<file path="config.mk">
export PLATFORM = sky130hd
export DESIGN_NAME = crc_serial_generate_check_core_flat
export DESIGN_NICKNAME = d
export VERILOG_FILES = /design/src/design/crcsg_pkg.sv /design/src/design/crcsg_req_if.sv /design/src/design/crcsg_rsp_if.sv /design/src/design/crc_serial_generate_check_core.sv /design/src/design/crcsg_front.sv /design/src/design/crcsg_queue.sv /design/src/design/crcsg_back.sv /design/src/flat_wrapper.sv
export SDC_FILE = /design/constraint.sdc
export NUM_CORES = 1
export LEC_CHECK = 0
export ABC_AREA = 1
export BUFFER_PORTS_ARGS = -buffer_cell sky130_fd_sc_hd__buf_2
export CAP_MARGIN = 20
export CORE_MARGIN = 4
export CORE_UTILIZATION = 55
export CTS_CLUSTER_SIZE = 28
export DETAILED_ROUTE_END_ITERATION = 10
export GPL_TIMING_DRIVEN = 1
export PLACE_DENSITY = 0.72
export SETUP_SLACK_MARGIN = 0.02
export SLEW_MARGIN = 20
export SYNTH_ARGS = -nofsm -noshare
export SYNTH_HDL_FRONTEND = slang
export SYNTH_SLANG_ARGS = --single-unit
export TNS_END_PERCENT = 30
</file>
<file path="constraint.sdc">
create_clock -name clock -period 9.52 [get_ports clock]
set_clock_uncertainty 0.15 [all_clocks]
set_input_delay 1.428 -clock clock [delete_from_list [all_inputs] [get_ports clock]]
set_output_delay 1.428 -clock clock [all_outputs]
set_load 0.1 [all_outputs]
</file>
<file path="src/design/crcsg_pkg.sv">
`default_nettype none

package crcsg_pkg;

   // remainder / generator width and degree field width
   localparam int GenBits = 31;
   localparam int DegW    = 5;

   // configuration port
   localparam int CsrIdxW  = 2;
   localparam int CsrDataW = GenBits;

   localparam logic [CsrIdxW-1:0] REG_GEN_LOW_COEFFS = 2'd0;
   localparam logic [CsrIdxW-1:0] REG_GEN_DEGREE     = 2'd1;
   localparam logic [CsrIdxW-1:0] REG_CHECK_MODE     = 2'd2;

   localparam logic [GenBits-1:0] GEN_LOW_COEFFS_RST = 31'd7;
   localparam logic [DegW-1:0]    GEN_DEGREE_RST     = 5'd8;
   localparam logic               CHECK_MODE_RST     = 1'b0;

   // job queue between front and back
   localparam int QueueDepth = 2;
   localparam int QPtrW      = $clog2(QueueDepth);
   localparam int QCntW      = QPtrW + 1;

   typedef struct packed {
      logic [GenBits-1:0] poly;
      logic [DegW-1:0]    degree;
      logic               check_mode;
   } cfg_type;

   typedef struct packed {
      logic               check;
      logic               data_bit;
      logic               last;
      logic               ok;
      logic [GenBits-1:0] rem;
      logic [DegW-1:0]    degree;
   } job_type;

   // low d bits set
   function automatic logic [GenBits-1:0] deg_mask(input logic [DegW-1:0] d);
      logic [GenBits:0] m;
      m = ({{GenBits{1'b0}}, 1'b1} << d) - {{GenBits{1'b0}}, 1'b1};
      return m[GenBits-1:0];
   endfunction

endpackage

`default_nettype wire

</file>
<file path="src/design/crcsg_req_if.sv">
`default_nettype none

interface crcsg_req_if;
   logic valid;
   logic ready;
   logic in_bit;
   logic in_last;

   modport source (output valid, output in_bit, output in_last, input ready);
   modport sink   (input valid, input in_bit, input in_last, output ready);
endinterface

`default_nettype wire

</file>
<file path="src/design/crcsg_rsp_if.sv">
`default_nettype none

interface crcsg_rsp_if;
   logic valid;
   logic ready;
   logic out_bit;
   logic out_last;
   logic check_ok;

   modport source (output valid, output out_bit, output out_last, output check_ok,
                   input ready);
   modport sink   (input valid, input out_bit, input out_last, input check_ok,
                   output ready);
endinterface

`default_nettype wire

</file>
<file path="src/design/crc_serial_generate_check_core.sv">
`default_nettype none

// Bit-serial CRC generator and checker with a programmable generator
// G(x) = x^d + lower terms. Each request carries one bit, first bit first, and
// a last flag. In generate mode every bit is echoed on the response channel,
// and after the last bit the d remainder bits of M(x)*x^d mod G(x) follow,
// most significant first, the final one flagged last. In check mode the whole
// codeword is divided and a single response at the end of the frame reports
// check_ok = 1 when the remainder is zero. The remainder clears after every
// frame. Registers: index 0 gen_low_coeffs (bit k is the x^k coefficient),
// index 1 gen_degree (0..31, 0 means no remainder), index 2 check_mode.
// Write registers only between frames while no response is pending. Rate: one
// request per clock unless the queue is full; the front updates the division
// register and hands a job to a two-entry queue, and the back drains it. The
// queue backs up while the back sends a generate frame's d remainder bits.
module crc_serial_generate_check_core (
   input  wire logic                              clock,
   input  wire logic                              reset,
   crcsg_req_if.sink                              req,
   crcsg_rsp_if.source                            rsp,
   input  wire logic                              csr_wr_en,
   input  wire logic [crcsg_pkg::CsrIdxW-1:0]     csr_index,
   input  wire logic [crcsg_pkg::CsrDataW-1:0]    csr_wdata
);

   // configuration registers
   logic [crcsg_pkg::GenBits-1:0] gen_low_ff;
   logic [crcsg_pkg::DegW-1:0]    gen_degree_ff;
   logic                          check_mode_ff;
   crcsg_pkg::cfg_type            cfg;

   // front to queue to back
   logic               push, pop, q_full, q_empty;
   crcsg_pkg::job_type job, head;

   always_ff @(posedge clock) begin
      if (reset) begin
         gen_low_ff    <= crcsg_pkg::GEN_LOW_COEFFS_RST;
         gen_degree_ff <= crcsg_pkg::GEN_DEGREE_RST;
         check_mode_ff <= crcsg_pkg::CHECK_MODE_RST;
      end else if (csr_wr_en) begin
         // unknown index: write dropped
         unique case (csr_index)
            crcsg_pkg::REG_GEN_LOW_COEFFS: gen_low_ff <= csr_wdata;
            crcsg_pkg::REG_GEN_DEGREE:     gen_degree_ff <= csr_wdata[crcsg_pkg::DegW-1:0];
            crcsg_pkg::REG_CHECK_MODE:     check_mode_ff <= csr_wdata[0];
            default: begin
            end
         endcase
      end
   end

   // a 5-bit degree never exceeds 31, so it needs no saturation
   assign cfg.poly       = gen_low_ff;
   assign cfg.degree     = gen_degree_ff;
   assign cfg.check_mode = check_mode_ff;

   // front: accept a bit, step the division register, queue a job
   crcsg_front u_front (
      .clock  (clock),
      .reset  (reset),
      .req    (req),
      .cfg    (cfg),
      .q_full (q_full),
      .push   (push),
      .job    (job)
   );

   // short queue so front and back stall independently
   crcsg_queue u_queue (
      .clock  (clock),
      .reset  (reset),
      .push   (push),
      .job_in (job),
      .pop    (pop),
      .full   (q_full),
      .empty  (q_empty),
      .head   (head)
   );

   // back: echo / check result, then serialize the remainder
   crcsg_back u_back (
      .clock (clock),
      .reset (reset),
      .empty (q_empty),
      .head  (head),
      .pop   (pop),
      .rsp   (rsp)
   );

endmodule

`default_nettype wire

</file>
<file path="src/design/crcsg_front.sv">
`default_nettype none

module crcsg_front (
   input  wire logic              clock,
   input  wire logic              reset,
   crcsg_req_if.sink              req,
   input  wire crcsg_pkg::cfg_type cfg,
   input  wire logic              q_full,
   output logic                   push,
   output crcsg_pkg::job_type     job
);

   logic [crcsg_pkg::GenBits-1:0] rem_ff, rem_in;
   logic [crcsg_pkg::GenBits-1:0] mask, poly, cur, nxt_gen, nxt_chk;
   logic [crcsg_pkg::DegW-1:0]    top_idx;
   logic                          fb_top, accept;

   assign req.ready = !q_full;
   assign accept    = req.valid && req.ready;
   // check mode only yields a result on the final bit
   assign push      = accept && (!cfg.check_mode || req.in_last);

   always_comb begin
      mask    = crcsg_pkg::deg_mask(cfg.degree);
      poly    = cfg.poly & mask;
      cur     = rem_ff & mask;
      top_idx = cfg.degree - crcsg_pkg::DegW'(1);
      fb_top  = (cfg.degree != '0) ? cur[top_idx] : 1'b0;
      // augmented division for generate, plain division for check
      nxt_gen = ((cur << 1) & mask) ^ ({crcsg_pkg::GenBits{fb_top ^ req.in_bit}} & poly);
      nxt_chk = (((cur << 1) | {{(crcsg_pkg::GenBits-1){1'b0}}, req.in_bit}) & mask)
                ^ ({crcsg_pkg::GenBits{fb_top}} & poly);

      rem_in = rem_ff;
      if (accept) begin
         if (req.in_last) begin
            rem_in = '0;
         end else begin
            rem_in = cfg.check_mode ? nxt_chk : nxt_gen;
         end
      end

      job.check    = cfg.check_mode;
      job.data_bit = cfg.check_mode ? 1'b0 : req.in_bit;
      job.last     = req.in_last;
      job.ok       = cfg.check_mode && (nxt_chk == '0);
      job.rem      = nxt_gen;
      job.degree   = cfg.degree;
   end

   always_ff @(posedge clock) begin
      if (reset) begin
         rem_ff <= '0;
      end else begin
         rem_ff <= rem_in;
      end
   end

endmodule

`default_nettype wire

</file>
<file path="src/design/crcsg_queue.sv">
`default_nettype none

module crcsg_queue (
   input  wire logic               clock,
   input  wire logic               reset,
   input  wire logic               push,
   input  wire crcsg_pkg::job_type job_in,
   input  wire logic               pop,
   output logic                    full,
   output logic                    empty,
   output crcsg_pkg::job_type      head
);

   crcsg_pkg::job_type entry_ff [crcsg_pkg::QueueDepth];
   logic [crcsg_pkg::QPtrW-1:0] wr_ptr_ff, wr_ptr_in, rd_ptr_ff, rd_ptr_in;
   logic [crcsg_pkg::QCntW-1:0] count_ff, count_in;

   assign full  = (count_ff == crcsg_pkg::QCntW'(crcsg_pkg::QueueDepth));
   assign empty = (count_ff == '0);
   assign head  = entry_ff[rd_ptr_ff];

   always_comb begin
      wr_ptr_in = wr_ptr_ff;
      rd_ptr_in = rd_ptr_ff;
      count_in  = count_ff;
      if (push) begin
         wr_ptr_in = wr_ptr_ff + crcsg_pkg::QPtrW'(1);
      end
      if (pop) begin
         rd_ptr_in = rd_ptr_ff + crcsg_pkg::QPtrW'(1);
      end
      if (push && !pop) begin
         count_in = count_ff + crcsg_pkg::QCntW'(1);
      end else if (pop && !push) begin
         count_in = count_ff - crcsg_pkg::QCntW'(1);
      end
   end

   always_ff @(posedge clock) begin
      if (reset) begin
         wr_ptr_ff <= '0;
         rd_ptr_ff <= '0;
         count_ff  <= '0;
      end else begin
         wr_ptr_ff <= wr_ptr_in;
         rd_ptr_ff <= rd_ptr_in;
         count_ff  <= count_in;
      end
   end

   always_ff @(posedge clock) begin
      if (push) begin
         entry_ff[wr_ptr_ff] <= job_in;
      end
   end

endmodule

`default_nettype wire

</file>
<file path="src/design/crcsg_back.sv">
`default_nettype none

module crcsg_back (
   input  wire logic               clock,
   input  wire logic               reset,
   input  wire logic               empty,
   input  wire crcsg_pkg::job_type head,
   output logic                    pop,
   crcsg_rsp_if.source             rsp
);

   localparam logic ST_ECHO = 1'b0;
   localparam logic ST_DUMP = 1'b1;

   logic                       state_ff, state_in;
   logic [crcsg_pkg::DegW-1:0] cnt_ff, cnt_in, bit_idx;
   logic                       valid_ff, valid_in;
   logic                       bit_ff, bit_in, last_ff, last_in, ok_ff, ok_in;
   logic                       advance, emit;

   assign advance      = !valid_ff || rsp.ready;
   assign rsp.valid    = valid_ff;
   assign rsp.out_bit  = bit_ff;
   assign rsp.out_last = last_ff;
   assign rsp.check_ok = ok_ff;

   always_comb begin
      state_in = state_ff;
      cnt_in   = cnt_ff;
      pop      = 1'b0;
      emit     = 1'b0;
      bit_in   = bit_ff;
      last_in  = last_ff;
      ok_in    = ok_ff;
      bit_idx  = cnt_ff - crcsg_pkg::DegW'(1);
      if (advance && !empty) begin
         emit = 1'b1;
         unique case (state_ff)
            ST_ECHO: begin
               bit_in  = head.data_bit;
               last_in = head.check || (head.last && (head.degree == '0));
               ok_in   = head.ok;
               if (!head.check && head.last && (head.degree != '0)) begin
                  state_in = ST_DUMP;
                  cnt_in   = head.degree;
               end else begin
                  pop = 1'b1;
               end
            end
            ST_DUMP: begin
               // remainder bits, most significant first
               bit_in  = head.rem[bit_idx];
               last_in = (cnt_ff == crcsg_pkg::DegW'(1));
               ok_in   = 1'b0;
               cnt_in  = bit_idx;
               if (cnt_ff == crcsg_pkg::DegW'(1)) begin
                  pop      = 1'b1;
                  state_in = ST_ECHO;
               end
            end
            default: begin
               state_in = ST_ECHO;
            end
         endcase
      end
      valid_in = advance ? emit : valid_ff;
   end

   always_ff @(posedge clock) begin
      if (reset) begin
         state_ff <= ST_ECHO;
         cnt_ff   <= '0;
         valid_ff <= 1'b0;
      end else begin
         state_ff <= state_in;
         cnt_ff   <= cnt_in;
         valid_ff <= valid_in;
      end
   end

   always_ff @(posedge clock) begin
      bit_ff  <= bit_in;
      last_ff <= last_in;
      ok_ff   <= ok_in;
   end

endmodule

`default_nettype wire
</file>
<file path="src/flat_wrapper.sv">
// flat-port wrapper written by rule: the top's interface ports become plain ports
module crc_serial_generate_check_core_flat 
  (clock, reset, csr_wr_en, csr_index, csr_wdata, req_valid, req_in_bit, req_in_last, req_ready, rsp_valid, rsp_out_bit, rsp_out_last, rsp_check_ok, rsp_ready);
  crcsg_req_if req_i ();
  crcsg_rsp_if rsp_i ();
  input  wire logic clock;
  input  wire logic reset;
  input  wire logic csr_wr_en;
  input  wire logic [crcsg_pkg::CsrIdxW-1:0] csr_index;
  input  wire logic [crcsg_pkg::CsrDataW-1:0] csr_wdata;
  input wire logic [$bits(req_i.valid)-1:0] req_valid;
  input wire logic [$bits(req_i.in_bit)-1:0] req_in_bit;
  input wire logic [$bits(req_i.in_last)-1:0] req_in_last;
  output wire logic [$bits(req_i.ready)-1:0] req_ready;
  output wire logic [$bits(rsp_i.valid)-1:0] rsp_valid;
  output wire logic [$bits(rsp_i.out_bit)-1:0] rsp_out_bit;
  output wire logic [$bits(rsp_i.out_last)-1:0] rsp_out_last;
  output wire logic [$bits(rsp_i.check_ok)-1:0] rsp_check_ok;
  input wire logic [$bits(rsp_i.ready)-1:0] rsp_ready;
  assign req_i.valid = req_valid;
  assign req_i.in_bit = req_in_bit;
  assign req_i.in_last = req_in_last;
  assign req_ready = req_i.ready;
  assign rsp_valid = rsp_i.valid;
  assign rsp_out_bit = rsp_i.out_bit;
  assign rsp_out_last = rsp_i.out_last;
  assign rsp_check_ok = rsp_i.check_ok;
  assign rsp_i.ready = rsp_ready;
  crc_serial_generate_check_core u_core (.clock(clock), .reset(reset), .req(req_i), .rsp(rsp_i), .csr_wr_en(csr_wr_en), .csr_index(csr_index), .csr_wdata(csr_wdata));
endmodule
</file>
After elaboration in Yosys (flattened, before gate mapping). Memory sizes are Yosys's and may differ from the RTL's. A register that Yosys moved wholly into a read port is not among the register bits. Index checks and enable logic that the tools add are counted. W data, S select, Z words.

Add/sub/neg operators: 7. Order comparisons: 2. Equal/unequal tests: 5. Shift-type cells: 1. Muxes and demuxes: 27. Bitwise operators: 11. Reductions and logical operators: 30.

Operators by type and width (number): $and A31 B31 Y31 (6); $mux W31 (2); $xor A31 B31 Y31 (2); $logic_not A31 Y1 (1); $or A31 B1 Y31 (1); $shl A1 B5 Y31 const A (1); $sub A31 B1 Y31 const B (1); $mux W1 (14); $lt A5 B6 Y1 const B (2); $bmux W1 S5 (2); $pmux W1 S2 (5); $pmux W5 S2 (1); $reduce_bool A5 Y1 (2); $sub A5 B1 Y5 const B (2); $logic_and A1 B1 Y1 (9); $reduce_and A2 Y1 (4); $logic_not A1 Y1 (7); $eq A5 B1 Y1 const B (1); $logic_not A5 Y1 (1); $mux W5 (1); $eq A2 B2 Y1 const B (2); $logic_not A2 Y1 (2); $mux W2 (2); $logic_or A1 B1 Y1 (3); other kinds (8) (9).

Register bits: 82. Bits in writable memories: 80. Output and inout port bits: 5. Memories: 1.

Memories: u_core.u_queue.entry_ff (depth 2, width 40, rd ports 1, clocked after memory_dff 1, wr ports 1, RTL line crcsg_queue.sv:14) `crcsg_pkg::job_type entry_ff [crcsg_pkg::QueueDepth];`.

Logic depth before layout (Yosys ltp). Gate-level depths: netlist of the first run.

Word-level depth: 11. Gate-level depth with buffers: 30. Depth with buffers taken out: 26.

By module. A second synthesis of the first run with hierarchy kept.

Cells, all modules: 1693. Area total of the unflattened synthesis: 11270.8 um2.

Modules (own cells, without submodules): crcsg_front (times used 1, cells each 1123, area an instance 5485.3 um2); crcsg_queue (times used 1, cells each 157, area an instance 3124.2 um2); crc_serial_generate_check_core (times used 1, cells each 237, area an instance 1677.9 um2); crcsg_back (times used 1, cells each 176, area an instance 983.4 um2).

Worst setup path after synthesis of the first run. No wires, ideal clock.

Path kind: input port to flip-flop. Start point: input port req_valid. End point: memory u_core.u_queue.entry_ff[1][0] (netlist name), enable pin. Arrival: 3571 ps. Data required time: 8931 ps. Path slack: 5360 ps. Stages: 4. Path through: nand2_1 -> a21oi_1 -> inv_1 -> nor2_1.

Longest elaborated chain between the ends: 4.

Ends and longest elaborated chain: start, declared (RTL line flat_wrapper.sv:11) `input wire logic [$bits(req_i.valid)-1:0] req_valid;`; $logic_and A1 B1 Y1 (RTL line crcsg_front.sv:19) `assign accept = req.valid && req.ready;`; $logic_and A1 B1 Y1 (RTL line crcsg_front.sv:21) `assign push = accept && (!cfg.check_mode || req.in_last);`; net u_core.push (RTL line crc_serial_generate_check_core.sv:33) `logic push, pop, q_full, q_empty;`; $mux W1 (RTL line crcsg_queue.sv:52) `if (push) begin`; $mux W1 (not written as such) (RTL line crcsg_queue.sv:53) `entry_ff[wr_ptr_ff] <= job_in;`; end, declared (RTL line crcsg_queue.sv:14).

The timed path passes the listed nets, and every way through them passes these cells.

Worst setup path in the final report of the first run.
Start point: register u_core.gen_degree_ff[0] (netlist name). End point: register u_core.u_front.rem_ff[15] (netlist name).

Longest elaborated chain between the ends: 11. Elaborated cells between the ends (all ways): 19. Classes of those cells: add/sub (2); shift (1); mux (5); bitwise (10); reduce/logical (1).

Ends and longest elaborated chain: start, declared (RTL line crc_serial_generate_check_core.sv:28) `logic [crcsg_pkg::DegW-1:0] gen_degree_ff;`; start signal, assigned (RTL line crc_serial_generate_check_core.sv:39) `gen_degree_ff <= crcsg_pkg::GEN_DEGREE_RST;`; start signal, assigned (RTL line crc_serial_generate_check_core.sv:45) `crcsg_pkg::REG_GEN_DEGREE: gen_degree_ff <= csr_wdata[crcsg_pkg::DegW-1:0];`; $shl A1 B5 Y31 (RTL line crcsg_pkg.sv:44) `m = ({{GenBits{1'b0}}, 1'b1} << d) - {{GenBits{1'b0}}, 1'b1};`; $sub A31 B1 Y31 (RTL line crcsg_pkg.sv:44); $and A31 B31 Y31 (RTL line crcsg_front.sv:26) `cur = rem_ff & mask;`; $bmux W1 S5 (RTL line crcsg_front.sv:28) `fb_top = (cfg.degree != '0) ? cur[top_idx] : 1'b0;`; $mux W1 (not written as such) (RTL line crcsg_front.sv:28); $mux W1 (RTL line crcsg_front.sv:28); $xor A1 B1 Y1 (RTL line crcsg_front.sv:30) `nxt_gen = ((cur << 1) & mask) ^ ({crcsg_pkg::GenBits{fb_top ^ req.in_bit}} & poly);`; $and A31 B31 Y31 (RTL line crcsg_front.sv:30); $xor A31 B31 Y31 (RTL line crcsg_front.sv:30); $mux W31 (*) (RTL line crcsg_front.sv:39) `rem_in = cfg.check_mode ? nxt_chk : nxt_gen;`; $mux W31 (*) (RTL line crcsg_front.sv:36) `if (req.in_last) begin`; end signal, assigned (RTL line crcsg_front.sv:55) `rem_ff <= rem_in;`; end, declared (RTL line crcsg_front.sv:13) `logic [crcsg_pkg::GenBits-1:0] rem_ff, rem_in;`.

Every way passes the cells marked *; elsewhere a longest branch is shown, timed or not. The select of a mux whose other input is x is not followed. A chain may end at the register's enable or synchronous reset.

==> metrics list, run 1 <==
* Maximum buffer depth of the clock tree: 2
- After detailed routing, the number of remaining DRC violations is 0.
- Total iterations of the first detailed-routing run: 6
- The worst setup path is captured at a flop.
- IR analysis of the VDD net gives a maximum drop of 0.121 mV.
- Number of nets in the synthesized netlist: 1605
- For this run, the post-layout net count is 1603.
- Once detailed placement completed, the half-perimeter wirelength came to 22200 um.
- The first global-routing pass estimated 49800 um of wire.
- Slack of the worst reg-to-reg path: 2.75 ns
- TritonCTS built the clock tree.
- Buffers placed on the I/O ports in this run total 44.
* Count of distinct cell types in the synthesized netlist: 38
- Entering global routing, the biggest net connects 62 pins.
* Switching share of power: 0.401
- Crit-path max FO: 46
- Number of inserted filler cells in the final layout: 1700
- Global Route Usage Sum: 0.291
* Clock-pin slew on the worst setup and hold paths: 0.07 ns
- Area delta synth->final: 8.74%
* Worst Tran Pin Value: 1.14 ns
- Timing would allow up to 148 MHz.
* Placement row count: 50
- Number of clock sinks: 163
- Leading post-synthesis cells by instance count: sky130_fd_sc_hd__nand2_1 (401), sky130_fd_sc_hd__nand3_1 (193), sky130_fd_sc_hd__nor2_1 (182)
* Synth warn: 0
* Die width: 146 um
- For this design the static power due to leakage is 0.00521 uW.
- Dividing the detail-routed via count by the number of cells gives 5.88.
* Number of buffers added to fix hold violations after cts: 0
- Sum of internal, switching and leakage power: 2560 uW
- Type of the setup path with the least slack: flop to flop
- Summed over all nets, the switching power comes to 1030 uW.
* Total number of vias: 10593
- In this run the clock root is driven by a sky130_fd_sc_hd__clkbuf_16.
- In this run the most critical hold path is launched from u_core.gen_low_ff[23].
- RSZ-0062 raised after global routing: false
- Prevailing post-synth register cell: sky130_fd_sc_hd__edfxtp_1
- The tool flagged a number of max-cap violations equal to 0.
- In this run the tightest slew margin relative to its limit is 0.237.
- The die is 146 um tall.
- Top cell type's share of synthesized area: 0.238
* Total internal power: 1530 uW
- The flow ran to the end, and the final reports show no timing, DRC or antenna violations.
- Count of flip-flops with a built-in enable after synthesis: 83
* Antenna diodes: 0
* Remaining antenna violation count after routing: 0
- The clock tree synthesis step divided the H-tree into 4 levels.
- Number of instances resized during post-cts repair: 0
- The core region is 18700 sq um.
* Power per unit of standard cell area: 225 nW/um^2
- Final Routed Wirelength: 31600 um
- STA puts the critical path data required time at 9.65 ns.
- Counting the buffers created by CTS gives 17.
* Final period demand of the worst path: 6.77 ns
- The worst register-to-register path ends at u_core.u_front.rem_ff[15].
- Setup repair bufs after CTS: 0
* Synthesized area divided by synthesized cell count: 6.73 sq um
- For this design the top-level I/O count stands at 45.
* Start of the worst register-to-register path: u_core.gen_degree_ff[0]
- Data arrival, critical path: 6.90 ns
- By instance count, the leading cell after synthesis is sky130_fd_sc_hd__nand2_1.
* Number of instances in the synthesized netlist: 1556
* Area of the die: 21300 sq um
* Antenna violations before repair: 0
- Number of stages on the worst hold path: 2
* Remaining Overflow, GRT: 0
* Part of the total power dissipated in the clock network: 0.297
- Area of the mapped netlist: 10500 sq um
* RD Place Congestion: 1.04
- Wire per inst: 17.5 um
* Part of the cycle the worst path needs: 0.712
- Category of the worst setup path launch point: flop
- Largest area contributor in the netlist: sky130_fd_sc_hd__edfxtp_1
* Fin Setup TNS: 0 ns
- At the later pin of the worst-skew pair, clock insertion delay measures 0.44 ns.
- In the final layout, the share of cells above drive strength 1 is 0.0836.
- The via count of the first global-routing pass is 9310.
- Final hold viol count: 0
* Starting density of the core: 0.559
- Final slew viol count: 0
- The path with the worst hold slack has its endpoint at u_core.gen_low_ff[23].
- Number of DRC violations after detailed-routing iteration 0: 1146
* Post-synthesis sequential element count: 163
* Top cells by area in the synthesized netlist: sky130_fd_sc_hd__edfxtp_1 (24%), sky130_fd_sc_hd__dfxtp_1 (15%), sky130_fd_sc_hd__nand2_1 (14%), sky130_fd_sc_hd__nand3_1 (9.2%), sky130_fd_sc_hd__nor2_1 (6.5%)
- Classification of the worst-slack hold path: flop to flop
- Async SR Flop Fraction: 0
- Proportion of synthesized chip area in sequential cells: 0.391
- The share of total power dissipated in sequential elements is 0.345.
- Final setup violation count: 0
* Count of cells along the worst register-to-register path: 23
* Part of the total power dissipated in combinational logic: 0.358
## flip-flops by register name (all words and copies together), names as in the netlist, named ones only
signal                      flops
u_core.u_queue.rd_ptr_ff        1
u_core.gen_degree_ff            5
u_core.u_back.state_ff          1
u_core.check_mode_ff            1
u_core.u_back.rsp.valid         1
u_core.gen_low_ff              31
u_core.u_back.rsp.out_last      1
u_core.u_back.cnt_ff            5
u_core.u_back.rsp.out_bit       1
u_core.u_queue.wr_ptr_ff        1
u_core.u_front.rem_ff          31
u_core.u_back.rsp.check_ok      1
u_core.u_queue.count_ff         2
u_core.u_queue.entry_ff        80
## worst max-delay path, stage by stage (launching register included)
cell                       delay, ns
sky130_fd_sc_hd__dfxtp_1        0.89
sky130_fd_sc_hd__clkinv_1       0.77
sky130_fd_sc_hd__ha_1           0.64
sky130_fd_sc_hd__nand3_2        0.24
sky130_fd_sc_hd__ha_1           0.23
sky130_fd_sc_hd__nand3_2        0.13
sky130_fd_sc_hd__inv_2          0.14
sky130_fd_sc_hd__nand2_1        0.13
sky130_fd_sc_hd__nor2_1         0.20
sky130_fd_sc_hd__nand2_1        0.09
sky130_fd_sc_hd__o21ai_0        0.22
sky130_fd_sc_hd__nand3_1        0.14
sky130_fd_sc_hd__a21oi_1        0.15
sky130_fd_sc_hd__nand2_1        0.07
sky130_fd_sc_hd__nand3_1        0.08
sky130_fd_sc_hd__nand2_1        0.07
sky130_fd_sc_hd__nand2_2        0.57
sky130_fd_sc_hd__buf_4          0.39
sky130_fd_sc_hd__nand3_2        0.35
sky130_fd_sc_hd__buf_4          0.42
sky130_fd_sc_hd__nand4_1        0.19
sky130_fd_sc_hd__nand3_1        0.13
sky130_fd_sc_hd__nand2_1        0.12
sky130_fd_sc_hd__a21oi_1        0.06
## kinds of logic (layout without fill, tap and decap cells)
group	Yosys count	count (layout)	share of synthesized area
XOR/XNOR	9	9	0.00753
multiplexers	2	2	0.00191
buffers and inverters	259	270	0.0996
AND/OR/NAND/NOR	888	888	0.371
adder cells (fa/ha/maj)	9	9	0.0108
flip-flops	163	163	0.391
AO/OA/AOI/OAI	226	226	0.118
## cells in the final DEF, fill, tap and decap left out, drive strengths merged
cell        n
mux2i       2
buf        57
a31oi       2
a22oi       1
o211ai     12
clkbuf     19
nand2     409
bufinv      3
o221ai      9
o21ai     114
nor2      191
edfxtp     83
o21bai      2
nand3b      2
nor4        2
nand3     199
ha          9
xor2        6
a21oi      79
clkinv      6
nand4      78
or2         1
inv       184
dfxtp      80
xnor2       3
o22ai       7
nor3        6
clkinvlp    1
## how the worst max path moves through the flow
stage	start	endpoint	slack [ns]	cells past startpoint
2_1_floorplan	req_valid	u_core.u_queue.entry_ff[1][0]	5.36	4
3_3_place_gp	u_core.gen_degree_ff[0]	u_core.u_front.rem_ff[15]	3.11	23
3_5_place_dp	u_core.gen_degree_ff[0]	u_core.u_front.rem_ff[15]	3.03	23
4_1_cts	u_core.gen_degree_ff[0]	u_core.u_front.rem_ff[15]	2.99	23
5_1_grt	u_core.gen_degree_ff[0]	u_core.u_front.rem_ff[15]	2.36	23
6_report	u_core.gen_degree_ff[0]	u_core.u_front.rem_ff[15]	2.75	23
## layout make-up
cell class,instances,area [sq um],area share
sequential,163,4090,0.360
inverter,181,682,0.0599
timing repair buffer,57,318,0.0279
tap,234,293,0.0257
clock buffer,19,464,0.0408
multi-input combinational,1134,5350,0.470
clock inverter,13,180,0.0158
## through the flow
stage / utilization / hold WS, ns / instance area, sq um / std cells / setup slack, ns
floorplan: - / 0.277 / 10500 / 1556 / 5.36
global placement: 0.574 / 0.299 / 10700 / 1769 / 3.11
detailed placement: 0.574 / 0.303 / 10700 / 1769 / 3.03
CTS: 0.608 / 0.315 / 11400 / 1801 / 2.99
global route: 0.608 / 0.319 / 11400 / 1801 / 2.36
finish: 0.608 / 0.316 / 11400 / 1801 / 2.75
## power groups by stage
stage / combinational (uW) / sequential [uW] / clock [uW]
finish: 914 / 883 / 760
floorplan: 614 / 950 / 0
global placement: 889 / 896 / 0
detailed placement: 897 / 897 / 0
CTS: 902 / 882 / 760
global route: 1000 / 890 / 794
## routing by layer
metal / global-route usage / vias to the layer above / routed length [um]
li1: - / 5176 / -
met1: 0.419 / 4769 / 13900
met2: 0.458 / 572 / 14000
met3: 0.0442 / 76 / 2870
met4: 0.0783 / 0 / 841
met5: 0 / - / 0
(Power assumes the default switching activity.)
==> inputs of run 2 (changes only) <==
==> constraint.sdc (replaced) <==
create_clock -name clock -period 6.5 [get_ports clock]
set_clock_uncertainty 0.15 [all_clocks]
set_input_delay 0.975 -clock clock [delete_from_list [all_inputs] [get_ports clock]]
set_output_delay 0.975 -clock clock [all_outputs]
set_load 0.1 [all_outputs]
==> run 2 against run 1 <==
  * Sequential share of layout area is 0.12 points higher
  * Worst setup slack worse by 2.2 ns
  * Design area is 0.32% lower
  * Flip-flop and latch count stayed put
  * Total power is 42% higher
  * Sequential power is 48% higher
==> metrics list, run 2 (synthesis gave the netlist of run 1 again) <==
- The run finished with clean final reports.
* Starting density of the core: 0.559
- At the end of routability-driven placement, the weighted congestion stood at 1.06.
* Fraction of final layout cells with drive strength greater than 1: 0.0859
- The final count of hold timing violations came to 0.
- IO Count: 45
- Leaving out fill and tap cells, the most frequent cell in the layout is sky130_fd_sc_hd__nand2_1.
* Global-route wire length before repair: 50700 um
- In the finished design, the share of the clock period the worst path needs comes to 0.916.
- After detailed routing, the number of vias per cell comes to 5.81.
- Sequential cell area in the final layout: 4090 sq um
* IR drop worst, VDD: 0.165 mV
* Antenna violations before repair: 0
- The startpoint identified for the worst register-to-register timing path is u_core.gen_degree_ff[0].
- After the last flow step, the layout net total stands at 1607.
- The worst hold path terminates at u_core.gen_low_ff[26].
- RSZ-0062 raised after global routing: false
* Number of DRC violations after detailed-routing iteration 0: 1123
* Maximum buffer depth of the clock tree: 2
* Final period demand of the worst path: 5.95 ns
- After detailed placement, the design holds a cell count of 1773.
* Total area of multi-input combinational cells: 5340 sq um
- Crit path launch: u_core.gen_degree_ff[0]
* Number of inserted filler cells in the final layout: 1812
* Number of stages on the worst hold path: 2
- Clock latency on the worst-skew pair: 0.43 ns
- The final-report max-slew violation count was 0.
* Crit-path max FO: 63
* Clock-pin slew on the worst setup and hold paths: 0.08 ns
* H-tree lvl count: 4
* Most used cells in the layout excluding fill and tap cells: sky130_fd_sc_hd__nand2_1 (401), sky130_fd_sc_hd__nand3_1 (193), sky130_fd_sc_hd__nor2_1 (180)
* Die width: 146 um
* Type of the setup path with the least slack: flop to flop
- Fin Setup TNS: 0 ns
- Worst Tran Pin Value: 0.966 ns
* Final Routed Wirelength: 31700 um
- Once layout is done, the placed cells without fillers occupy 11300 sq um.
- Worst max-slew margin expressed relative to the limit: 0.355
* Std-Cell Core Area: 18700 sq um
* Number of instances resized during post-cts repair: 0
* Max-cap viol count: 0
* Worst setup slack after placement: 0.816 ns
- Achievable clock frequency: 168 MHz
- The detail route stage leaves a number of antenna-violating nets equal to 0.
- Sum of internal, switching and leakage power: 3620 uW
- Launch point of the worst hold path: u_core.gen_low_ff[26]
- The via count of the first global-routing pass came to 9522.
- Placed wire-length estimate after detailed placement: 23000 um
- CTS Buf Count: 17
- In this run the cell area measured after placement is 10800 sq um.
- Once the clock tree was built, the setup fixing pass inserted 0 buffers.
- Maximum number of pins on one net before global-route repair: 64
- Setup slack closes at 0.548 ns.
- STA classifies the critical path endpoint as a flop.
* Slack of the worst reg-to-reg path: 0.55 ns
- The finished layout holds 1805 standard cells, fillers aside.
- CTS root buffer: sky130_fd_sc_hd__clkbuf_16
- In this run the worst hold path is classified as flop to flop.
- Power per unit of standard cell area: 319 nW/um^2
* DRC violation count after routing: 0
- The first detailed-routing pass took 8 iterations.
- After global routing the overflow that remains totals 0.
* Category of the worst setup path launch point: flop
* Leak pwr: 0.00520 uW
- The clock drives 163 sinks.
- DIE HEIGHT: 146 um
* Antenna diodes: 0
* Final setup violation count: 0
* Wire per inst: 17.6 um
- Data arrival, critical path: 6.08 ns
- The die covers 21300 sq um.
* Flip-flop count of the largest register after layout: 80
* Top reg by flops: u_core.u_queue.entry_ff
* Total number of vias: 10481
- Largest registers: u_core.u_queue.entry_ff (80), u_core.gen_low_ff (31), u_core.u_front.rem_ff (31)
- Count of port buffers added during placement: 44
* Worst flop-to-flop path endpoint: u_core.u_front.rem_ff[18]
* Count of cells along the worst register-to-register path: 24
- After clock tree synthesis, the flow added hold-fix buffers numbering 0.
- For this run, the total global-route usage over all layers was measured as 0.296.
- At the worst endpoint, the required time is 6.63 ns.
* Placement row count: 50
- CTS tree: yes
- Area delta synth->final: 8.39%
-- run 2: changes by cell type in the layout (fill, tap and decap cells not counted), sizes merged --
cell,change
clkinvlp,-1
buf,+4
clkbuf,-2
clkinv,+6
bufinv,-3
-- run 2: metal layers --
| metal | share of wire | global-route usage |
|---|---|---|
| met1 | 0.44 | 0.412 |
| met2 | 0.47 | 0.477 |
| met3 | 0.075 | 0.0576 |
| met4 | 0.017 | 0.0774 |
| met5 | 0 | 0 |
-- run 2: area by class of cell --
| class | count | area share |
|---|---|---|
| timing repair buffer | 61 | 0.0307 |
| clock inverter | 15 | 0.0139 |
| sequential | 163 | 0.361 |
| tap | 234 | 0.0258 |
| inverter | 181 | 0.0601 |
| clock buffer | 17 | 0.0375 |
| multi-input combinational | 1134 | 0.471 |
-- run 2: worst max-delay path by stage --
stage	endpoint	slack, ns	cells after the start
finish	u_core.u_front.rem_ff[18]	0.55	24
global route	u_core.u_front.rem_ff[14]	0.1	24
CTS	u_core.u_front.rem_ff[18]	0.78	24
detailed placement	u_core.u_front.rem_ff[18]	0.82	24
global placement	u_core.u_front.rem_ff[18]	0.96	23
floorplan	u_core.u_queue.entry_ff[0][36]	2.54	26
-- run 2: where the power goes --
group	total (uW)	internal, uW	switching [uW]	leakage [uW]
sequential	1310	1240	70.1	0.00145
combinational	1320	355	962	0.00347
clock	1000	515	484	0.000289
-- run 2: worst max-delay path: stages, from the launching register on --
cell                       delay [ns]
sky130_fd_sc_hd__dfxtp_1         0.96
sky130_fd_sc_hd__clkinv_1        0.49
sky130_fd_sc_hd__ha_1            0.45
sky130_fd_sc_hd__nand2_1         0.23
sky130_fd_sc_hd__inv_2           0.06
sky130_fd_sc_hd__nand3_1         0.14
sky130_fd_sc_hd__nand2_2         0.11
sky130_fd_sc_hd__nor2_4          0.17
sky130_fd_sc_hd__nand2_1         0.14
sky130_fd_sc_hd__o21ai_1         0.26
sky130_fd_sc_hd__nand3_1         0.20
sky130_fd_sc_hd__nand2_1         0.10
sky130_fd_sc_hd__nand3_1         0.06
sky130_fd_sc_hd__nand3_1         0.08
sky130_fd_sc_hd__nand3_1         0.12
sky130_fd_sc_hd__a21oi_4         0.18
sky130_fd_sc_hd__buf_4           0.56
sky130_fd_sc_hd__nand2_1         0.16
sky130_fd_sc_hd__nand2_2         0.34
sky130_fd_sc_hd__buf_4           0.33
sky130_fd_sc_hd__nand3_1         0.10
sky130_fd_sc_hd__nand2_1         0.08
sky130_fd_sc_hd__nand3_1         0.11
sky130_fd_sc_hd__nand2_1         0.12
sky130_fd_sc_hd__a21oi_1         0.06
-- run 2: stage by stage --
stage,util,hold slack (ns)
CTS,0.606,0.309
global placement,0.575,0.300
detailed placement,0.575,0.299
finish,0.606,0.307
floorplan,-,0.277
global route,0.606,0.332
